==> config.mk <==
export PLATFORM = sky130hd
export DESIGN_NAME = lgs_ram
export DESIGN_NICKNAME = d
export VERILOG_FILES = /design/src/design/lgs_ram.sv
export SDC_FILE = /design/constraint.sdc
export NUM_CORES = 2
export LEC_CHECK = 0
export ABC_AREA = 1
export BUFFER_PORTS_ARGS = -buffer_cell sky130_fd_sc_hd__buf_2
export CAP_MARGIN = 10
export CELL_PAD_IN_SITES_DETAIL_PLACEMENT = 1
export CELL_PAD_IN_SITES_GLOBAL_PLACEMENT = 2
export CORE_MARGIN = 2
export CORE_UTILIZATION = 30
export DETAILED_ROUTE_END_ITERATION = 10
export PLACE_DENSITY_LB_ADDON = 0.12
export SYNTH_ARGS = -nofsm -noshare
export SYNTH_HDL_FRONTEND = slang
export SYNTH_SLANG_ARGS = --single-unit
==> constraint.sdc <==
create_clock -name clk_i -period 16.8 [get_ports clk_i]
set_input_delay 0 -clock clk_i [delete_from_list [all_inputs] [get_ports clk_i]]
set_output_delay 0 -clock clk_i [all_outputs]
set_load 0.05 [all_outputs]
==> src/design/lgs_ram.sv <==
// ----------------------------------------------------------------------------
// lgs_ram
// Generic single-write, single-read RAM with registered read data.
// ----------------------------------------------------------------------------
module lgs_ram #(
  parameter int Width = 64,
  parameter int Depth = 64
) (
  input  logic                     clk_i,
  input  logic                     we_i,
  input  logic [$clog2(Depth)-1:0] waddr_i,
  input  logic [Width-1:0]         wdata_i,
  input  logic                     re_i,
  input  logic [$clog2(Depth)-1:0] raddr_i,
  output logic [Width-1:0]         rdata_o
);

  logic [Width-1:0] mem_q [Depth];
  logic [Width-1:0] rdata_q;

  always_ff @(posedge clk_i) begin
    if (we_i) begin
      mem_q[waddr_i] <= wdata_i;
    end
    if (re_i) begin
      rdata_q <= mem_q[raddr_i];
    end
  end

  assign rdata_o = rdata_q;

endmodule

Yosys cells after proc, flatten, opt, wreduce, memory -nomap -nowiden. Memory sizes are Yosys's and may differ from the RTL's. A register that Yosys moved wholly into a read port is not among the register bits. Index checks and enable logic that the tools add are counted.

Register bits: 0. Bits in writable memories: 4096. Logic and storage cells: 3. Memories: 1.

Mux-type cells: 2.

Memory list: mem_q (depth 64, bits a word 64, read ports 1, clocked after Yosys merged registers in 1, write ports 1, line 18) `logic [Width-1:0] mem_q [Depth];`.

Operators by type and width (number): 1-bit two-way mux (2).

Logic depth before layout (Yosys ltp).
Word-level depth: 2. Depth in mapped cells: 13.

Worst setup path after synthesis. OpenSTA, ideal clock, no wires.

Path kind: input-to-reg. From: input port we_i. To: memory mem_q[48][0], enable pin. Library setup time: 0.646 ns. Arrival: 6.636 ns. Path slack: 9.518 ns. Stages: 3. Buffers on the path: 1. Cells stage by stage: clkbuf_1 > nand4_1 > nor4_1.

Word-level cells in the longest chain between the ends: 2.

Ends and longest elaborated chain: from (decl) (line 10) `input logic we_i,`; 1-bit two-way mux (line 22) `if (we_i) begin`; 1-bit two-way mux (implied by the code) (line 23) `mem_q[waddr_i] <= wdata_i;`; to (decl) (line 18).

No other way between the ends.

==> impl_metrics.json <==
{
  "status": "finished, violations left",
  "violations": "slew limit",
  "wirelength_mm": 674,
  "yosysTopAreaCell": "edfxtp_1",
  "die_x_um": 748,
  "fin_hold_ws_ps": 68.7,
  "tritoncts": "yes",
  "pwr-share-comb_pct": 6.0,
  "path_cells": "dlygate4sd3_1 > buf_12 > inv_16 > buf_12 > buf_4 > buf_4 > buf_4 > nand2_1 > nand3_1 > nand3_1 > nand3_1 > nand3_1 > nand2_1 > nand2_1 > nand2_1",
  "cts_root_buffer": "clkbuf_16",
  "vias": 112197,
  "rsz0062_at_grt": "false",
  "p_switching_w": 0.00543,
  "postCtsSetupRepairBufs": 0,
  "first_pass_iters": 6,
  "synth_top_family_by_area": "simple AND/OR/NAND/NOR gates",
  "ctsHoldBuffers": 79,
  "die-height_um": 748,
  "min_from": "waddr_i[4]",
  "rr_endpoint": "rdata_o[12]",
  "fin_tns_setup_ps": 0,
  "crit_type": "primary input to register",
  "worstReg2RegStart": "mem_q[62][12]",
  "clock_sinks": 4160,
  "finalNetCount": 13587,
  "area.growth.synth_to_final_pct": 14.2,
  "fmax_ghz": 0.199,
  "htreeDepth": 5,
  "dp.cells": 20239,
  "clk_latency_ps": 1040,
  "finalMaxSlewViolations": 162,
  "fp.dieArea_mm2": 0.559,
  "seq_power_share_pct": 50.6,
  "min_to": "mem_q[50][43]",
  "rr_worst_depth": 9,
  "yosysSeqAreaShare_pct": 75.3,
  "instances_no_fill": 21183,
  "critPathSlowestCell": "buf_4",
  "dr.first_iter.drc_count": 10765,
  "pwr-share-clk_pct": 43.4,
  "num_io_pins": 143,
  "syn-instance-count": 13405,
  "dp_hpwl_mm": 336,
  "setup_viol": 0,
  "holdCritPathClass": "primary input to register",
  "hold_viol": 0,
  "required_ps": 17680,
  "cellInternalPower_w": 0.0174,
  "tightest_slew_ps": 1950,
  "drt-vias-per-instance": 5.30,
  "ys_seq_elements": 4160,
  "ant_nets": 0,
  "yosys.area_share.simple_pct": 21.8,
  "synthXorXnorAreaFrac_pct": 0,
  "gp_congestion": 0.741,
  "synth_cell_types": 15,
  "cp_max_fo": 201,
  "sw_frac_of_total_pct": 23.8,
  "antenna_found_initial": 78,
  "cts_buffers": 471,
  "grt_pass1_wl_mm": 933,
  "drc": 0,
  "synth_area_per_cell_um2": 12.4,
  "power_w": 0.0228,
  "startpoint_type": "primary input",
  "grt_pass1_vias": 113735,
  "r2r_slack_ps": 14870,
  "cts_max_path_buffers": 4,
  "skew_ps": 40.0,
  "powerDensity_mw_per_mm2": 121,
  "routedWlPerCell_um": 31.8,
  "grt_max_degree": 202,
  "ys_warn_count": 0,
  "finish.utilization_pct": 34.3,
  "ctsResizeCount": 0,
  "clk_pin_slew_ps": 60,
  "synthMuxAreaShare_pct": 0,
  "cap_viol_max_count": 0,
  "synthTopCellsByArea": "edfxtp_1 (75%), nand3_1 (12%), nand2_1 (10%)",
  "syn_area_mm2": 0.166,
  "placementRows": 273,
  "design.core.area_mm2": 0.552,
  "slowest_delay_ps": 790,
  "leakage_nw": 65.2,
  "relSlewSlack_pct": -30.0,
  "initial_core_util_pct": 30.1,
  "drive_gt1_share_pct": 8.07,
  "whs_path_depth": 4,
  "crit_arrival_ps": 5890,
  "io_buffers": 142,
  "synth-compound-area-share_pct": 0,
  "grt_use_total_pct": 23.5,
  "synthAdderAreaFrac_pct": 0,
  "synth_top_area_share_pct": 75.3,
  "grt-ovfl-total": 0,
  "period_share_pct": 29.8,
  "fin_crit_ps": 5010,
  "crit_path_end_kind": "register",
  "syn-num-nets": 13484,
  "ir_worst_vdd_mv": 0.0912
}
cell type report:
| class | instances | area, um^2 |
|---|---|---|
| Antenna cell | 13 | 32.5 |
| Timing Repair Buffer | 527 | 4290 |
| Clock buffer | 594 | 12400 |
| Fill cell | 58435 | 363000 |
| Clock inverter | 254 | 2000 |
| Multi-Input combinational cell | 8336 | 36600 |
| Sequential cell | 4160 | 125000 |
| Tap cell | 7287 | 9120 |
| Inverter | 12 | 110 |
power by group through the flow:
stage / registers (W) / clock network (W) / logic [W]
2_1_floorplan: 0.0118 / 0 / 0.000709
3_3_place_gp: 0.0118 / 0 / 0.00135
3_5_place_dp: 0.0118 / 0 / 0.00137
4_1_cts: 0.0116 / 0.0101 / 0.00140
5_1_grt: 0.0116 / 0.0105 / 0.00150
6_report: 0.0116 / 0.00991 / 0.00137
metrics by stage:
| step | worst slack, ps | cell area [um^2] |
|---|---|---|
| 2_1_floorplan | 9520 | 166000 |
| 3_3_place_gp | 11450 | 174000 |
| 3_5_place_dp | 11360 | 174000 |
| 4_1_cts | 11860 | 189000 |
| 5_1_grt | 11400 | 189000 |
| 6_report | 11790 | 189000 |
cells in the final DEF (no fill, tap or decap):
master,instances
nor4_2,8
clkbuf_16,478
buf_12,33
inv_1,6
clkinv_16,2
nand4_1,9
buf_2,135
clkinv_2,66
buf_4,272
diode_2,13
clkinv_1,129
nand2_1,4416
inv_8,2
nand3_1,3847
nor2_4,56
bufinv_16,28
inv_16,3
edfxtp_1,4160
clkinv_8,6
buf_8,4
buf_16,1
clkbuf_1,116
dlygate4sd3_1,80
buf_6,2
clkinvlp_4,13
inv_6,11
worst max path at each step:
stage,start,cells past startpoint,to,slack (ps)
after global routing,raddr_i[0],15,rdata_o[63],11400
after global placement,raddr_i[0],14,rdata_o[63],11450
after detailed placement,raddr_i[0],14,rdata_o[63],11360
after floorplan,we_i,3,mem_q[48][0],9520
final,raddr_i[0],15,rdata_o[63],11790
after CTS,raddr_i[0],15,rdata_o[63],11860
Yosys cell counts:
library cell  instances
buf_1                72
buf_2               501
buf_4               134
buf_6                40
buf_8                 3
clkbuf_1            147
edfxtp_1           4160
inv_1                 8
inv_2                 2
inv_4                 2
nand2_1            4416
nand3_1            3847
nand4_1               9
nor2_1               56
nor4_1                8
cells by family (layout without fill, tap and decap cells):
logic type	count (synthesis)	after routing
and+or+nand+nor	8336	8336
DFF	4160	4160
buffers and inverters	909	1387
other	0	13
sequential cells by signal, indices dropped and copies added (netlist names):
register and flops:
rdata_o 64, mem_q 4096
per-layer routing:
layer | GRT usage (%) | wire (um) | up-vias
met5 | 0 | 60 | -
met4 | 4.54 | 13900 | 10
met3 | 2.46 | 32400 | 762
met2 | 39.0 | 320000 | 2913
met1 | 33.5 | 308000 | 60338
li1 | - | - | 48174
worst max-delay path, delay by kind of cell:
kind                   cells  cell delay (ps)
buffers and inverters      7             4010
AND/OR/NAND/NOR            8              940
(Power assumes the default switching activity.)
