===== src/design/lgs_pkg.sv =====
// ----------------------------------------------------------------------------
// lgs_pkg
// Shared types and constants of the life generation step block.
// ----------------------------------------------------------------------------
package lgs_pkg;

  localparam int MaxRows   = 64;
  localparam int MaxCols   = 64;
  localparam int RowW      = 64;
  localparam int RowAw     = $clog2(MaxRows);
  localparam int RowCntW   = 7;
  localparam int RowCntWp1 = RowCntW + 1;
  localparam int IdxW      = 6;
  localparam int CfgDataW  = 7;
  localparam int RowLimit  = (MaxRows < 64) ? MaxRows : 64;

  typedef logic [RowW-1:0]     row_t;
  typedef logic [RowAw-1:0]    row_addr_t;
  typedef logic [RowCntW-1:0]  row_cnt_t;
  typedef logic [CfgDataW-1:0] cfg_data_t;

  typedef enum logic [0:0] {
    CfgNumRows = 1'b0,
    CfgNumCols = 1'b1
  } cfg_reg_e;

  typedef enum logic [0:0] {
    ModeLoad = 1'b0,
    ModeStep = 1'b1
  } mode_e;

endpackage


===== src/design/lgs_row_calc.sv =====
// ----------------------------------------------------------------------------
// lgs_row_calc
// Next-generation cells of one row from the row and its two neighbors.
// ----------------------------------------------------------------------------
module lgs_row_calc (
  input  lgs_pkg::row_t above_i,
  input  lgs_pkg::row_t mid_i,
  input  lgs_pkg::row_t below_i,
  input  lgs_pkg::row_t mask_i,
  output lgs_pkg::row_t next_o
);

  lgs_pkg::row_t nb [8];
  lgs_pkg::row_t next_d;
  logic [3:0]    cnt;

  always_comb begin
    nb[0] = above_i << 1;
    nb[1] = above_i;
    nb[2] = above_i >> 1;
    nb[3] = mid_i << 1;
    nb[4] = mid_i >> 1;
    nb[5] = below_i << 1;
    nb[6] = below_i;
    nb[7] = below_i >> 1;
    next_d = '0;
    cnt    = '0;
    for (int c = 0; c < lgs_pkg::RowW; c++) begin
      cnt = 4'(nb[0][c]) + 4'(nb[1][c]) + 4'(nb[2][c]) + 4'(nb[3][c])
          + 4'(nb[4][c]) + 4'(nb[5][c]) + 4'(nb[6][c]) + 4'(nb[7][c]);
      next_d[c] = (cnt == 4'd3) || ((cnt == 4'd2) && mid_i[c]);
    end
  end

  assign next_o = next_d & mask_i;

endmodule

===== config.mk =====
export PLATFORM = sky130hd
export DESIGN_NAME = lgs_row_calc
export DESIGN_NICKNAME = d
export VERILOG_FILES = /design/src/design/lgs_pkg.sv /design/src/design/lgs_row_calc.sv
export SDC_FILE = /design/constraint.sdc
export NUM_CORES = 1
export LEC_CHECK = 0
export BUFFER_PORTS_ARGS = -buffer_cell sky130_fd_sc_hd__buf_2
export CAP_MARGIN = 20
export CORE_MARGIN = 5
export CORE_UTILIZATION = 55
export DETAILED_ROUTE_END_ITERATION = 6
export GPL_ROUTABILITY_DRIVEN = 0
export GPL_TIMING_DRIVEN = 0
export PLACE_DENSITY = 0.84
export SLEW_MARGIN = 20
export SYNTH_ARGS = -nofsm -noshare
export SYNTH_HDL_FRONTEND = slang
export SYNTH_SLANG_ARGS = --single-unit

===== constraint.sdc =====
create_clock -name vclk -period 3.4
set_input_delay 0.17 -clock vclk [all_inputs]
set_output_delay 0.17 -clock vclk [all_outputs]
set_load 0.02 [all_outputs]

# After elaboration in Yosys (flattened, before gate mapping)
# Cells that the tools add are included.
# classes
add_sub_neg	441
n_eq_ne	128
bitwise	1
reduce_logical	128
# ops
operator	n
$add 4x1->4	252
$eq 4x2->1 const B	128
$add 3x1->4	63
$add 2x1->3	63
$add 1x1->2	63
$and 64x64->64	1
$logic_and 1x1->1	64
$logic_or 1x1->1	64
# totals
regBits	0
in_bits	256

# Longest topological paths before layout
# logic_depth
depth_word	11
ltp_mapped	10
depth_no_buf	10

# Worst setup path after synthesis
# OpenSTA, ideal clock, no wires.
# synth_path
path_type	input port to output port
start	input port above_i[44]
end	output port next_o[45]
t_arrival_ns	2.950
t_required_ns	3.230
setup_slack_ns	0.280
cell_stages	9
path_buffers	0
path_cell_list	inv_1 > fa_1 > fa_1 > fa_1 > inv_1 > ha_1 > fa_1 > or2_2 > a21oi_1
# synth_via
elab_chain_cells	11
elab_cells_between_ends	12
# synth_rtl
element	line_no	text
start, declared	lgs_row_calc.sv:6	input lgs_pkg::row_t above_i,
$add 1x1->2 (*)	lgs_row_calc.sv:29	cnt = 4'(nb[0][c]) + 4'(nb[1][c]) + 4'(nb[2][c]) + 4'(nb[3][c])
$add 2x1->3 (*)	lgs_row_calc.sv:29	
$add 3x1->4 (*)	lgs_row_calc.sv:29	
$add 4x1->4 (*) (4 in series)	lgs_row_calc.sv:30	+ 4'(nb[4][c]) + 4'(nb[5][c]) + 4'(nb[6][c]) + 4'(nb[7][c]);
$eq 4x2->1	lgs_row_calc.sv:31	next_d[c] = (cnt == 4'd3) || ((cnt == 4'd2) && mid_i[c]);
$logic_and 1x1->1	lgs_row_calc.sv:31	
$logic_or 1x1->1 (*)	lgs_row_calc.sv:31	
$and 64x64->64 (*)	lgs_row_calc.sv:35	assign next_o = next_d & mask_i;
end, declared	lgs_row_calc.sv:10	output lgs_pkg::row_t next_o
# Every way passes the cells marked *; elsewhere a longest branch is shown, timed or not.

# Worst setup path after layout
# layout_path
start	input port above_i[28]
end	output port next_o[29]
# The elaborated chain is that of the path after synthesis.

==> metrics.md <==
| Metric | Value |
|---|---|
| Hold Violations, Final | `0` |
| Design Power | `3642 uW` |
| I/O Pins | `320` |
| Remaining global-route overflow | `0` |
| # rows | `51` |
| Fin worst setup slack | `0.05202 ns` |
| Reg area | `0 um^2` |
| Simple-Gate Fraction of Synth Area | `6.804%` |
| CP endpoint kind | `output pin` |
| Power Dens Cells | `283.1 mW/mm^2` |
| Slew HR | `79.86%` |
| Vias per inst | `4.937` |
| Mapped Nets | `1894` |
| Syn Std Cell Area | `0.01089 mm^2` |
| Router iterations before antenna repair | `4` |
| Post-synthesis sequential area ratio | `0%` |
| Status | `complete, no violations` |
| WHS Endpoint | `next_o[0]` |
| First-pass GRT wire length | `41.53 mm` |
| Syn avg cell area | `9.087 um^2` |
| Synth cell types | `19` |
| Die Area | `0.02271 mm^2` |
| Least-Margin Pin Slew | `0.3021 ns` |
| Crit path max fanout | `2` |
| DRC | `0` |
| CP Launch Point | `above_i[28]` |
| Busiest layer in global routing | `met2` |
| Global Route met1 Usage | `25.11%` |
| Vias | `8823` |
| Most common cell after layout, fill and taps aside | `inv_1` |
| Detailed router's first-iteration violation count | `146` |
| Clock buffers | `0` |
| Core area | `0.01946 mm^2` |
| Worst vdd ir | `0.1723 mV` |
| Most frequent cells in the layout | `443 x inv_1, 313 x buf_2, 252 x fa_1, 188 x ha_1, 115 x a21oi_1` |
| Fmax | `298.7 MHz` |
| Initial antenna violation count | `8` |
| WL final | `24.64 mm` |
| Met2 Use GR | `43.10%` |
| Largest net degree at the start of global routing | `4` |
| Post-DP HPWL | `23.99 mm` |
| CTS hold repair buffers | `0` |
| Fillers | `1518` |
| Syn-to-layout area delta | `18.15%` |
| Yosys warning total | `0` |
| Seq_cells | `0` |
| DRT antenna net count | `0` |
| CP Launch Type | `input port` |
| Place WS | `0.01992 ns` |
| Post-layout net count | `2216` |
| Die Width | `150.7 um` |
| HP Class | `in -> out` |
| Total GRT Usage | `21.93%` |
| Setup Crit Path Kind | `in -> out` |
| Max_cap viols | `0` |
| Layout cells sized above 1 | `23.45%` |
| Final Setup Violations | `0` |
| Initial Util | `55.94%` |
| Post-synthesis xor/xnor area fraction | `0%` |
| Max Slew Vio Count | `0` |
| Hold Path Origin | `mask_i[0]` |
| Die Ht | `150.7 um` |
| Final period util | `98.47%` |
| Hold depth | `4` |
| Compound-gate portion of the synthesized area | `9.976%` |
| Min Tclk post-route | `3.348 ns` |
| Post-Synthesis Cells | `1198` |
| Adder-Cell Fraction of Synth Area | `67.95%` |
| GR met3 Demand/Resource | `4.425%` |
| Port buffer count | `320` |
| Leak | `0.007511 uW` |
| Routed length per instance | `13.79 um` |
| Crit path arrival time | `3.18 ns` |
| Vias in the first global route | `9738` |
| Critical Path RT | `3.23 ns` |
| Mux cell area share after synthesis | `0%` |
| Largest family of logic cells by synthesized area | `adder cells` |
-- through the flow --
step	area, um^2	std cells	setup TNS [ns]	hold slack, ns	util, %
after floorplan	10890	1198	0	0.4571	-
after global placement	12820	1783	0	0.6692	65.87
after detailed placement	12820	1783	0	0.6721	65.87
after CTS	12820	1783	0	0.6735	65.87
after global routing	12860	1787	-0.006503	0.6958	66.09
final	12860	1787	0	0.6719	66.09
-- where the power goes --
| group | switching (uW) | total [uW] | internal (uW) |
|---|---|---|---|
| sequential | 0 | 0 | 0 |
| combinational | 2020 | 3640 | 1620 |
| clock | 0 | 0.000157 | 0.000157 |
| total | 2020 | 3640 | 1620 |
-- worst max-delay path by stage --
stage          slack, ns  depth (start not counted)          to
2_1_floorplan       0.28                          9  next_o[45]
3_3_place_gp        0.06                         11  next_o[30]
3_5_place_dp        0.02                         11  next_o[30]
4_1_cts             0.01                         11  next_o[30]
5_1_grt           -0.007                         11  next_o[59]
6_report            0.05                         11  next_o[29]
-- cells by family after synthesis --
logic type	after synthesis
buffers and inverters	443
AND/OR/NAND/NOR	132
AO/OA/AOI/OAI	183
adder cells (fa/ha/maj)	440
-- worst max-delay path, cell delays in order --
cell       delay [ns]
buf_2            0.09
inv_1            0.08
fa_1             0.57
fa_1             0.43
fa_1             0.50
inv_1            0.04
ha_1             0.20
fa_1             0.48
o2111ai_1        0.10
a21oi_1          0.27
buf_2            0.23
-- Yosys cell counts, drive strengths merged --
cell type	count	area [um^2]
nor2b	1	8.760
a211oi	1	7.510
inv	443	1663
nand3b	3	22.52
a21oi	119	595.6
nand3	58	290.3
o2111ai	3	26.28
nand2	5	18.77
a31oi	1	6.260
a2111oi	1	15.01
or2	58	362.9
nand2b	4	25.02
ha	188	2352
nor2	2	7.510
o211ai	58	435.4
fa	252	5045
nor3	1	5.000
-- routing by layer --
| layer | share of wire (%) | wire length [um] | up-vias |
|---|---|---|---|
| li1 | - | - | 4311 |
| met4 | 0.94 | 232 | 8 |
| met2 | 53 | 13170 | 233 |
| met5 | 0.19 | 47 | - |
| met1 | 37 | 9229 | 4247 |
| met3 | 8.0 | 1967 | 24 |
-- area by class of cell --
type	instances	area [um^2]	share of cell area [%]
Timing Repair Buffer	320	1619	12.59
Inverter	443	1663	12.93
Tap cell	265	331.6	2.578
Multi-Input combinational cell	755	9239	71.83
Antenna cell	4	10.01	0.07782
-- what timing repair did --
item,4_1_cts,5_1_grt
resized for setup,0,12
endpoints found under the setup margin,0,8
setup buffers,0,0
(Power assumes the default switching activity.)
